$ cat src/hsl2rgb_pkg.sv
// types and constants for the hsl to rgb converter
// no dependencies; used by the top level and its checker
`timescale 1ns / 1ps

package hsl2rgb_pkg;

	localparam int FRAC_BITS = 16;
	localparam int FIELD_W = 16;

	typedef logic [FIELD_W-1:0] field_t;
	typedef logic [FRAC_BITS-1:0] fx_t;
	typedef logic [FRAC_BITS:0] fxw_t;
	typedef logic [FRAC_BITS+1:0] qsum_t;
	typedef logic [FRAC_BITS+2:0] six_t;
	typedef logic [FRAC_BITS+2:0] sum_t;
	typedef logic [2*FRAC_BITS-1:0] lsp_t;
	typedef logic [2*FRAC_BITS+1:0] prod_t;

	localparam fxw_t FX_ONE = fxw_t'(1) << FRAC_BITS;
	localparam fx_t FX_MAX = {FRAC_BITS{1'b1}};
	localparam fx_t FX_THIRD = fx_t'(((2 ** FRAC_BITS) + 1) / 3);
	localparam six_t SIX_ONE = six_t'(FX_ONE);
	localparam six_t SIX_FOUR = six_t'(FX_ONE) << 2;
	localparam six_t SIX_SIX = six_t'(6);

	typedef enum logic [1:0] {
		SEG_RISE,
		SEG_HIGH,
		SEG_FALL,
		SEG_LOW
	} seg_t;

	typedef struct packed {
		field_t hue;
		field_t saturation;
		field_t lightness;
	} hsl_t;

	typedef struct packed {
		field_t red;
		field_t green;
		field_t blue;
	} rgb_t;

endpackage

$ cat src/hsl_to_rgb_converter.sv
// Converts one HSL pixel per clock into RGB. Every accepted beat passes
// through a six-stage pipeline (l*s product, q and hue offsets,
// p and ramp segment, ramp span, ramp product, add and saturate); the last
// stage is the output register. A new pixel is taken every cycle while the
// output side keeps up; a held result stops only the stages behind it and
// empty stages keep filling, so pixel_stall rises only with all six stages full.
// depends on hsl2rgb_pkg
`timescale 1ns / 1ps

module hsl_to_rgb_converter (
	input  logic               clk,
	input  logic               arst_n,
	input  logic               pixel_valid,
	output logic               pixel_stall,
	input  hsl2rgb_pkg::hsl_t  pixel,
	output logic               color_valid,
	input  logic               color_stall,
	output hsl2rgb_pkg::rgb_t  color
);

	logic vld_s1, vld_s2, vld_s3, vld_s4, vld_s5, vld_s6;
	logic adv_s1, adv_s2, adv_s3, adv_s4, adv_s5, adv_s6;

	// stage 1
	hsl2rgb_pkg::fx_t  h_s1, s_s1, l_s1;
	hsl2rgb_pkg::lsp_t ls_s1;
	logic              zero_s1;
	// stage 2
	hsl2rgb_pkg::fx_t  l_s2;
	hsl2rgb_pkg::fxw_t q_s2;
	hsl2rgb_pkg::fx_t  t_s2 [3];
	logic              zero_s2;
	// stage 3
	hsl2rgb_pkg::fx_t  l_s3;
	hsl2rgb_pkg::fxw_t p_s3, q_s3;
	hsl2rgb_pkg::fxw_t m_s3 [3];
	hsl2rgb_pkg::seg_t seg_s3 [3];
	logic              zero_s3;
	// stage 4
	hsl2rgb_pkg::fx_t  l_s4;
	hsl2rgb_pkg::fxw_t p_s4, q_s4, d_s4;
	hsl2rgb_pkg::fxw_t m_s4 [3];
	hsl2rgb_pkg::seg_t seg_s4 [3];
	logic              zero_s4;
	// stage 5
	hsl2rgb_pkg::fx_t   l_s5;
	hsl2rgb_pkg::fxw_t  p_s5, q_s5;
	hsl2rgb_pkg::prod_t prod_s5 [3];
	hsl2rgb_pkg::seg_t  seg_s5 [3];
	logic               zero_s5;
	// stage 6
	hsl2rgb_pkg::rgb_t  color_s6;

	// back-pressure
	assign adv_s6 = !vld_s6 || !color_stall;
	assign adv_s5 = !vld_s5 || adv_s6;
	assign adv_s4 = !vld_s4 || adv_s5;
	assign adv_s3 = !vld_s3 || adv_s4;
	assign adv_s2 = !vld_s2 || adv_s3;
	assign adv_s1 = !vld_s1 || adv_s2;
	assign pixel_stall = !adv_s1;

	always_ff @(posedge clk or negedge arst_n) begin
		if (!arst_n) begin
			vld_s1 <= 1'b0;
			vld_s2 <= 1'b0;
			vld_s3 <= 1'b0;
			vld_s4 <= 1'b0;
			vld_s5 <= 1'b0;
			vld_s6 <= 1'b0;
		end else begin
			if (adv_s1) vld_s1 <= pixel_valid;
			if (adv_s2) vld_s2 <= vld_s1;
			if (adv_s3) vld_s3 <= vld_s2;
			if (adv_s4) vld_s4 <= vld_s3;
			if (adv_s5) vld_s5 <= vld_s4;
			if (adv_s6) vld_s6 <= vld_s5;
		end
	end

	// stage 1: l*s
	hsl2rgb_pkg::fx_t in_h, in_s, in_l;
	assign in_h = hsl2rgb_pkg::fx_t'(pixel.hue);
	assign in_s = hsl2rgb_pkg::fx_t'(pixel.saturation);
	assign in_l = hsl2rgb_pkg::fx_t'(pixel.lightness);

	always_ff @(posedge clk) begin
		if (adv_s1) begin
			h_s1    <= in_h;
			s_s1    <= in_s;
			l_s1    <= in_l;
			zero_s1 <= (in_s == '0);
			ls_s1   <= hsl2rgb_pkg::lsp_t'(in_l) * hsl2rgb_pkg::lsp_t'(in_s);
		end
	end

	// stage 2: q and hue offsets
	hsl2rgb_pkg::fx_t   ls_trunc;
	hsl2rgb_pkg::qsum_t q_sum;
	always_comb begin
		ls_trunc = ls_s1[2*hsl2rgb_pkg::FRAC_BITS-1:hsl2rgb_pkg::FRAC_BITS];
		if (!l_s1[hsl2rgb_pkg::FRAC_BITS-1]) begin
			q_sum = hsl2rgb_pkg::qsum_t'(l_s1) + hsl2rgb_pkg::qsum_t'(ls_trunc);
		end else begin
			q_sum = hsl2rgb_pkg::qsum_t'(l_s1) + hsl2rgb_pkg::qsum_t'(s_s1)
				- hsl2rgb_pkg::qsum_t'(ls_trunc);
		end
	end

	always_ff @(posedge clk) begin
		if (adv_s2) begin
			l_s2    <= l_s1;
			zero_s2 <= zero_s1;
			q_s2    <= hsl2rgb_pkg::fxw_t'(q_sum);
			t_s2[0] <= h_s1 + hsl2rgb_pkg::FX_THIRD;
			t_s2[1] <= h_s1;
			t_s2[2] <= h_s1 - hsl2rgb_pkg::FX_THIRD;
		end
	end

	// stage 3: p, ramp segment and slope factor
	hsl2rgb_pkg::fxw_t two_l, p_raw, p_cl;
	hsl2rgb_pkg::six_t six_t_c [3];
	hsl2rgb_pkg::fxw_t m_c [3];
	hsl2rgb_pkg::seg_t seg_c [3];
	always_comb begin
		two_l = {l_s2, 1'b0};
		p_raw = (two_l >= q_s2) ? two_l - q_s2 : '0;
		p_cl  = (p_raw > q_s2) ? q_s2 : p_raw;
		for (int c = 0; c < 3; c++) begin
			six_t_c[c] = hsl2rgb_pkg::six_t'(t_s2[c]) * hsl2rgb_pkg::SIX_SIX;
			if (six_t_c[c] < hsl2rgb_pkg::SIX_ONE) begin
				seg_c[c] = hsl2rgb_pkg::SEG_RISE;
			end else if (!t_s2[c][hsl2rgb_pkg::FRAC_BITS-1]) begin
				seg_c[c] = hsl2rgb_pkg::SEG_HIGH;
			end else if (six_t_c[c] < hsl2rgb_pkg::SIX_FOUR) begin
				seg_c[c] = hsl2rgb_pkg::SEG_FALL;
			end else begin
				seg_c[c] = hsl2rgb_pkg::SEG_LOW;
			end
			if (seg_c[c] == hsl2rgb_pkg::SEG_RISE) begin
				m_c[c] = hsl2rgb_pkg::fxw_t'(six_t_c[c]);
			end else begin
				m_c[c] = hsl2rgb_pkg::fxw_t'(hsl2rgb_pkg::SIX_FOUR - six_t_c[c]);
			end
		end
	end

	always_ff @(posedge clk) begin
		if (adv_s3) begin
			l_s3    <= l_s2;
			zero_s3 <= zero_s2;
			q_s3    <= q_s2;
			p_s3    <= p_cl;
			for (int c = 0; c < 3; c++) begin
				m_s3[c]   <= m_c[c];
				seg_s3[c] <= seg_c[c];
			end
		end
	end

	// stage 4: ramp span
	always_ff @(posedge clk) begin
		if (adv_s4) begin
			l_s4    <= l_s3;
			zero_s4 <= zero_s3;
			q_s4    <= q_s3;
			p_s4    <= p_s3;
			d_s4    <= q_s3 - p_s3;
			for (int c = 0; c < 3; c++) begin
				m_s4[c]   <= m_s3[c];
				seg_s4[c] <= seg_s3[c];
			end
		end
	end

	// stage 5: span times slope
	always_ff @(posedge clk) begin
		if (adv_s5) begin
			l_s5    <= l_s4;
			zero_s5 <= zero_s4;
			q_s5    <= q_s4;
			p_s5    <= p_s4;
			for (int c = 0; c < 3; c++) begin
				prod_s5[c] <= hsl2rgb_pkg::prod_t'(d_s4) * hsl2rgb_pkg::prod_t'(m_s4[c]);
				seg_s5[c]  <= seg_s4[c];
			end
		end
	end

	// stage 6: offset, saturate, select
	hsl2rgb_pkg::sum_t sum_c [3];
	hsl2rgb_pkg::fx_t  chan_c [3];
	hsl2rgb_pkg::rgb_t color_c;
	always_comb begin
		for (int c = 0; c < 3; c++) begin
			unique case (seg_s5[c])
				hsl2rgb_pkg::SEG_RISE, hsl2rgb_pkg::SEG_FALL: begin
					sum_c[c] = hsl2rgb_pkg::sum_t'(p_s5) + hsl2rgb_pkg::sum_t'(
						prod_s5[c][2*hsl2rgb_pkg::FRAC_BITS+1:hsl2rgb_pkg::FRAC_BITS]);
				end
				hsl2rgb_pkg::SEG_HIGH: begin
					sum_c[c] = hsl2rgb_pkg::sum_t'(q_s5);
				end
				default: begin
					sum_c[c] = hsl2rgb_pkg::sum_t'(p_s5);
				end
			endcase
			if (zero_s5) begin
				chan_c[c] = l_s5;
			end else if (sum_c[c] >= hsl2rgb_pkg::sum_t'(hsl2rgb_pkg::FX_ONE)) begin
				chan_c[c] = hsl2rgb_pkg::FX_MAX;
			end else begin
				chan_c[c] = hsl2rgb_pkg::fx_t'(sum_c[c]);
			end
		end
		color_c.red   = hsl2rgb_pkg::field_t'(chan_c[0]);
		color_c.green = hsl2rgb_pkg::field_t'(chan_c[1]);
		color_c.blue  = hsl2rgb_pkg::field_t'(chan_c[2]);
	end

	always_ff @(posedge clk) begin
		if (adv_s6) begin
			color_s6 <= color_c;
		end
	end

	assign color_valid = vld_s6;
	assign color       = color_s6;

endmodule

$ cat config.mk
export PLATFORM = sky130hd
export DESIGN_NAME = hsl_to_rgb_converter
export DESIGN_NICKNAME = d
export VERILOG_FILES = /design/src/hsl2rgb_pkg.sv /design/src/hsl_to_rgb_converter.sv
export SDC_FILE = /design/constraint.sdc
export NUM_CORES = 2
export LEC_CHECK = 0
export BUFFER_PORTS_ARGS = -buffer_cell sky130_fd_sc_hd__buf_2
export CAP_MARGIN = 15
export CORE_AREA = 2 2 322 324
export CTS_CLUSTER_DIAMETER = 40
export DETAILED_ROUTE_END_ITERATION = 12
export DIE_AREA = 0 0 324 326
export PLACE_DENSITY_LB_ADDON = 0.05
export SETUP_SLACK_MARGIN = 0.2
export SYNTH_ARGS = -nofsm -noshare
export SYNTH_HDL_FRONTEND = slang
export SYNTH_SLANG_ARGS = --single-unit
$ cat constraint.sdc
create_clock -name clk -period 6.9 [get_ports clk]
set_input_delay 0.69 -clock clk [delete_from_list [all_inputs] [get_ports clk]]
set_output_delay 0.69 -clock clk [all_outputs]
set_load 0.02 [all_outputs]
== Yosys cells after proc, flatten, opt, wreduce, memory -nomap -nowiden ==
Memory sizes are Yosys's and may differ from the RTL's.
Index checks and enable logic that the tools add are counted.
Word-level totals
  output and inout port bits: 50
  memories: 7
  word-level logic and storage cells: 130
  memory bits (writable): 270
  bits in registers: 339
Cells by class
  magnitude comparators: 11
  mux-type cells: 32
  equal/unequal tests: 6
  multiply operators: 7
  reduce and logical (&&, ||, !) cells: 24
  $add $sub $neg: 13
Memory list
  prod_s5: depth 3, bits a word 34, rd ports 3, clocked after memory_dff 0, wr ports 3, RTL line hsl_to_rgb_converter.sv:48  | hsl2rgb_pkg::prod_t prod_s5 [3];
  m_s3: depth 3, bits a word 17, rd ports 3, clocked after memory_dff 0, wr ports 3, RTL line hsl_to_rgb_converter.sv:36  | hsl2rgb_pkg::fxw_t m_s3 [3];
  m_s4: depth 3, bits a word 17, rd ports 3, clocked after memory_dff 0, wr ports 3, RTL line hsl_to_rgb_converter.sv:42  | hsl2rgb_pkg::fxw_t m_s4 [3];
  t_s2: depth 3, bits a word 16, rd ports 3, clocked after memory_dff 0, wr ports 3, RTL line hsl_to_rgb_converter.sv:31  | hsl2rgb_pkg::fx_t t_s2 [3];
  seg_s3: depth 3, bits a word 2, rd ports 3, clocked after memory_dff 0, wr ports 3, RTL line hsl_to_rgb_converter.sv:37  | hsl2rgb_pkg::seg_t seg_s3 [3];
  seg_s4: depth 3, bits a word 2, rd ports 3, clocked after memory_dff 0, wr ports 3, RTL line hsl_to_rgb_converter.sv:43  | hsl2rgb_pkg::seg_t seg_s4 [3];
  1 more memories
Operator list (number)
  19-bit case mux with 2 select lines: 3
  17-bit by 17-bit multiplier with 34-bit output: 3
  17-bit 2-to-1 mux: 6
  16-bit 2-to-1 mux: 6
  17-bit by 18-bit adder with 19-bit output: 3
  19-bit by 17-bit greater-or-equal comparator with 1-bit output, second input constant: 3
  19-bit by 17-bit < comparator with 1-bit output, second input constant: 3
  19-bit < comparator, second input constant: 3
  16-bit by 2-bit multiplier with 18-bit output, second input constant: 3
  1-bit by 17-bit subtractor with 17-bit output, first input constant: 3
  16-bit by 16-bit adder with 17-bit output: 2
  17-bit subtractor: 2
  16-bit by 16-bit multiplier with 32-bit output: 1
  17-bit greater-or-equal comparator: 1
  17-bit > comparator: 1
  17-bit by 16-bit subtractor with 17-bit output: 1
  16-bit by 15-bit adder with 16-bit output, second input constant: 1
  16-bit zero test: 1
  16-bit by 15-bit subtractor with 16-bit output, second input constant: 1
  2-bit zero test: 6
  2-bit 2-to-1 mux: 6
  1-bit 2-to-1 mux: 11
  1-bit zero test: 8
  2-bit by 1-bit equality test with 1-bit output, second input constant: 3
  other kinds (3): 12

== Logic depth before layout (Yosys ltp) ==
  depth in word-level cells: 8
  mapped depth: 27

== Worst setup path after synthesis ==
OpenSTA, ideal clock, no wires.
  path kind: input to register
  from: input port pixel[25] (netlist name)
  to: register ls_s1[31] (data pin)
  stages on the path: 24
  setup slack: 0.000 ns
  setup time: 0.260 ns
  data arrival time: 6.640 ns
  path buffers: 2
  path through: clkbuf_1 -> clkbuf_1 -> nand2_1 -> fa_1 -> inv_1 -> fa_1 -> fa_1 -> fa_1 -> fa_1 -> inv_1 -> fa_1 -> inv_1 -> ha_1 -> and3_1 -> o2111a_1 -> a32oi_1 -> nand4_1 -> a21o_1 -> o41a_1 -> o31a_1 -> a31oi_1 -> o21bai_1 -> a21oi_1 -> xnor2_1
Between the ends
  longest elaborated chain between the ends: 1
RTL lines
  from (decl): RTL line hsl_to_rgb_converter.sv:15  | input hsl2rgb_pkg::hsl_t pixel,
  16-bit by 16-bit multiplier with 32-bit output: RTL line hsl_to_rgb_converter.sv:93  | ls_s1 <= hsl2rgb_pkg::lsp_t'(in_l) * hsl2rgb_pkg::lsp_t'(in_s);
  to (signal assigned): RTL line hsl_to_rgb_converter.sv:93
  to (decl): RTL line hsl_to_rgb_converter.sv:26  | hsl2rgb_pkg::lsp_t ls_s1;
No other way between the ends.
A chain may end at the register's enable or synchronous reset.

==> flow_summary.ini <==
[status]
outcome = finished, final reports clean

[drt]
via_count = 41320
viasPerCell = 5.433
drt_iter0_markers = 2610
drc = 0
drt-total-wl_microns = 149600
detail-route-antenna-nets = 0
drtPass1Iterations = 7
routedWlPerCell_microns = 19.68

[clock_tree]
clk_latency_ps = 670
root_buffer = clkbuf_16
clk_pin_slew_worst_paths_ps = 60
cts.path.max_buffers = 3
cts_sinks = 536
cts_buffers = 84
cts_tree = yes
h-tree-depth = 3

[sta]
finalMaxSlewViolations = 0
worstMarginPinSlew_ps = 1180
fmax_mhz = 147.3
hold_slack_ps = 195.9
rsz0062_at_grt = yes
relSlewSlack = 0.2134
setup_viol = 0
fin_setup_tns_ps = 0
post-route-min-period_ps = 6791
skew_ps = 50.51
hold_viol_final = 0
min_period_over_period = 0.9842

[worst_setup_path]
cp-end-kind = flop
critPathTopFamily = adder cells
max_stage_delay_ps = 530
path_common_cell = fa_1
worstPathArrival_ps = 7170
cp.required_ps = 7280
critPathLaunchType = flop
critical_path.max_fanout = 7
slowest_stage = fa_1
path_class = reg2reg
critPathBufInv = 8

[floorplan]
dieArea_sq_um = 105600
core_sq_um = 102600
dieHeight_microns = 326
io_pins = 102
start_util = 0.5934
fp.dieW_microns = 324
row_count = 118

[layout]
finalNonFillerCells = 7604
num-nets-final = 7676
area_delta_synth_final_pct = 11.53
fill_cells = 8216
multi_input_area_sq_um = 40210
drive_gt1_frac = 0.09884
register_area_sq_um = 16070
finalInstanceArea_sq_um = 67910

[synthesis]
synth_commonest_cells = inv_1 (1099), fa_1 (839), nand2_1 (656)
syn_avg_cell_area_sq_um = 10.27
synthesis.area_sq_um = 60890
synthTopCellsByArea = fa_1 (28%), edfxtp_1 (26%), ha_1 (13%)
synthCells = 5927
ys_types = 87
ys.flop_type = edfxtp_1
ys_ff_latch = 536
synthArstFlopShare = 0.01119
yosysTopAreaCell = fa_1
syn_nets = 7453
yosysMostFrequentCell = inv_1
ys_seq_area_frac = 0.2639
netlist.area_leader.share = 0.2759
yosys_warnings = 0
synth_edf_count = 530

[placement]
dpl_cell_area_sq_um = 64230
post-dp-hpwl_microns = 121500
dp.cells = 7408
io_buffers = 101
gp_congestion = 0.9027

[global_route]
grtUsageTotal = 0.2930
grt-ovfl-total = 0
grt_pass1_wl_microns = 237900
grt_pass1_vias = 43080
grt_max_degree = 68
grt_antenna_before_repair = 9

[min_path]
min_path_type = in2reg

[run]
cap_violations = 0
area by class of cell:
cell class	instances	share of cell area
Antenna cell	2	0.00007370
Sequential cell	536	0.2366
Clock buffer	92	0.03140
Clock inverter	66	0.01175
Inverter	1099	0.06082
Multi-Input combinational cell	4073	0.5922
Timing Repair Buffer	356	0.04181
Tap cell	1380	0.02543
cell usage in the layout (no fill, tap or decap), drive strengths merged, types with 9 or more instances in the layout:
cell type	Yosys	routed
clkinv	0	31
clkbuf	209	92
a31oi	18	18
o21a	56	56
a21oi	172	172
ha	635	635
o21bai	14	14
xor2	77	77
o31ai	10	10
nor4	12	12
nor2b	48	48
and3	9	9
a211oi	24	24
or2	11	11
a21o	49	49
mux2i	49	49
nor2	230	230
nand2	656	656
a21boi	12	12
inv	1099	1120
mux2	26	26
nor3	72	72
edfxtp	530	530
fa	839	839
o21ai	133	133
o211ai	20	20
nand2b	41	41
buf	10	353
or3	13	13
nand4	20	20
xnor2	171	171
and2	513	513
nand3	44	44
layer usage:
layer / GRT usage / wire [microns]
met1: 0.4167 / 65930
met2: 0.4673 / 69620
met3: 0.04781 / 10070
met4: 0.08243 / 4002
met5: 0 / 10
final timing paths:
check	start	end	slack [ps]	cells after the start
max in group asynchronous	arst_n	vld_s1$_DFFE_PN0N_	6350	2
min reg2reg	q_s4[3]$_DFFE_PP_	q_s5[3]$_DFFE_PP_	410	0
max	d_s4[8]$_DFFE_PP_	prod_s5[0][99]$_DFFE_PP_	110	27
min	pixel[42]	h_s1[10]$_DFFE_PN_	200	1
min in group asynchronous	arst_n	color_valid$_DFFE_PN0P_	400	2
max reg2reg	d_s4[8]$_DFFE_PP_	prod_s5[0][99]$_DFFE_PP_	110	27
state kept, by name, summed over array words and instances (netlist names), 16 cells and up:
register	cells
d_s4	17
m_s3	47
p_s5	17
s_s1	16
prod_s5	54
l_s1	16
l_s4	16
p_s4	17
q_s3	17
q_s5	17
l_s5	16
h_s1	16
q_s2	17
color	48
t_s2	47
ls_s1	16
m_s4	47
l_s3	16
l_s2	16
q_s4	17
p_s3	17
through the flow:
step / setup slack (ps) / util
CTS: 154.7 / 0.6589
global route: -77.58 / 0.6618
finish: 109.1 / 0.6618
floorplan: 208.9 / -
detailed placement: -72.73 / 0.6260
global placement: -31.16 / 0.6260
cell families after synthesis:
group	count (synthesis)	share of synthesized area
simple gates	1688	0.1354
fa+ha+maj	1474	0.4064
mux	75	0.01286
buf+inv	1318	0.08181
flops	536	0.2639
xor+xnor	248	0.03567
compound gates	588	0.06403
what timing repair did:
item,CTS,global route
hold endpoints to repair,6,0
pin swaps,18,21
setup endpoints to repair,20,26
cloned,2,0
resized for setup,29,45
buffers inserted,25,7
hold buffers,1,0
Power is not shown: default switching activity piles up to over one toggle a cycle in this logic, so the estimate is an artifact.
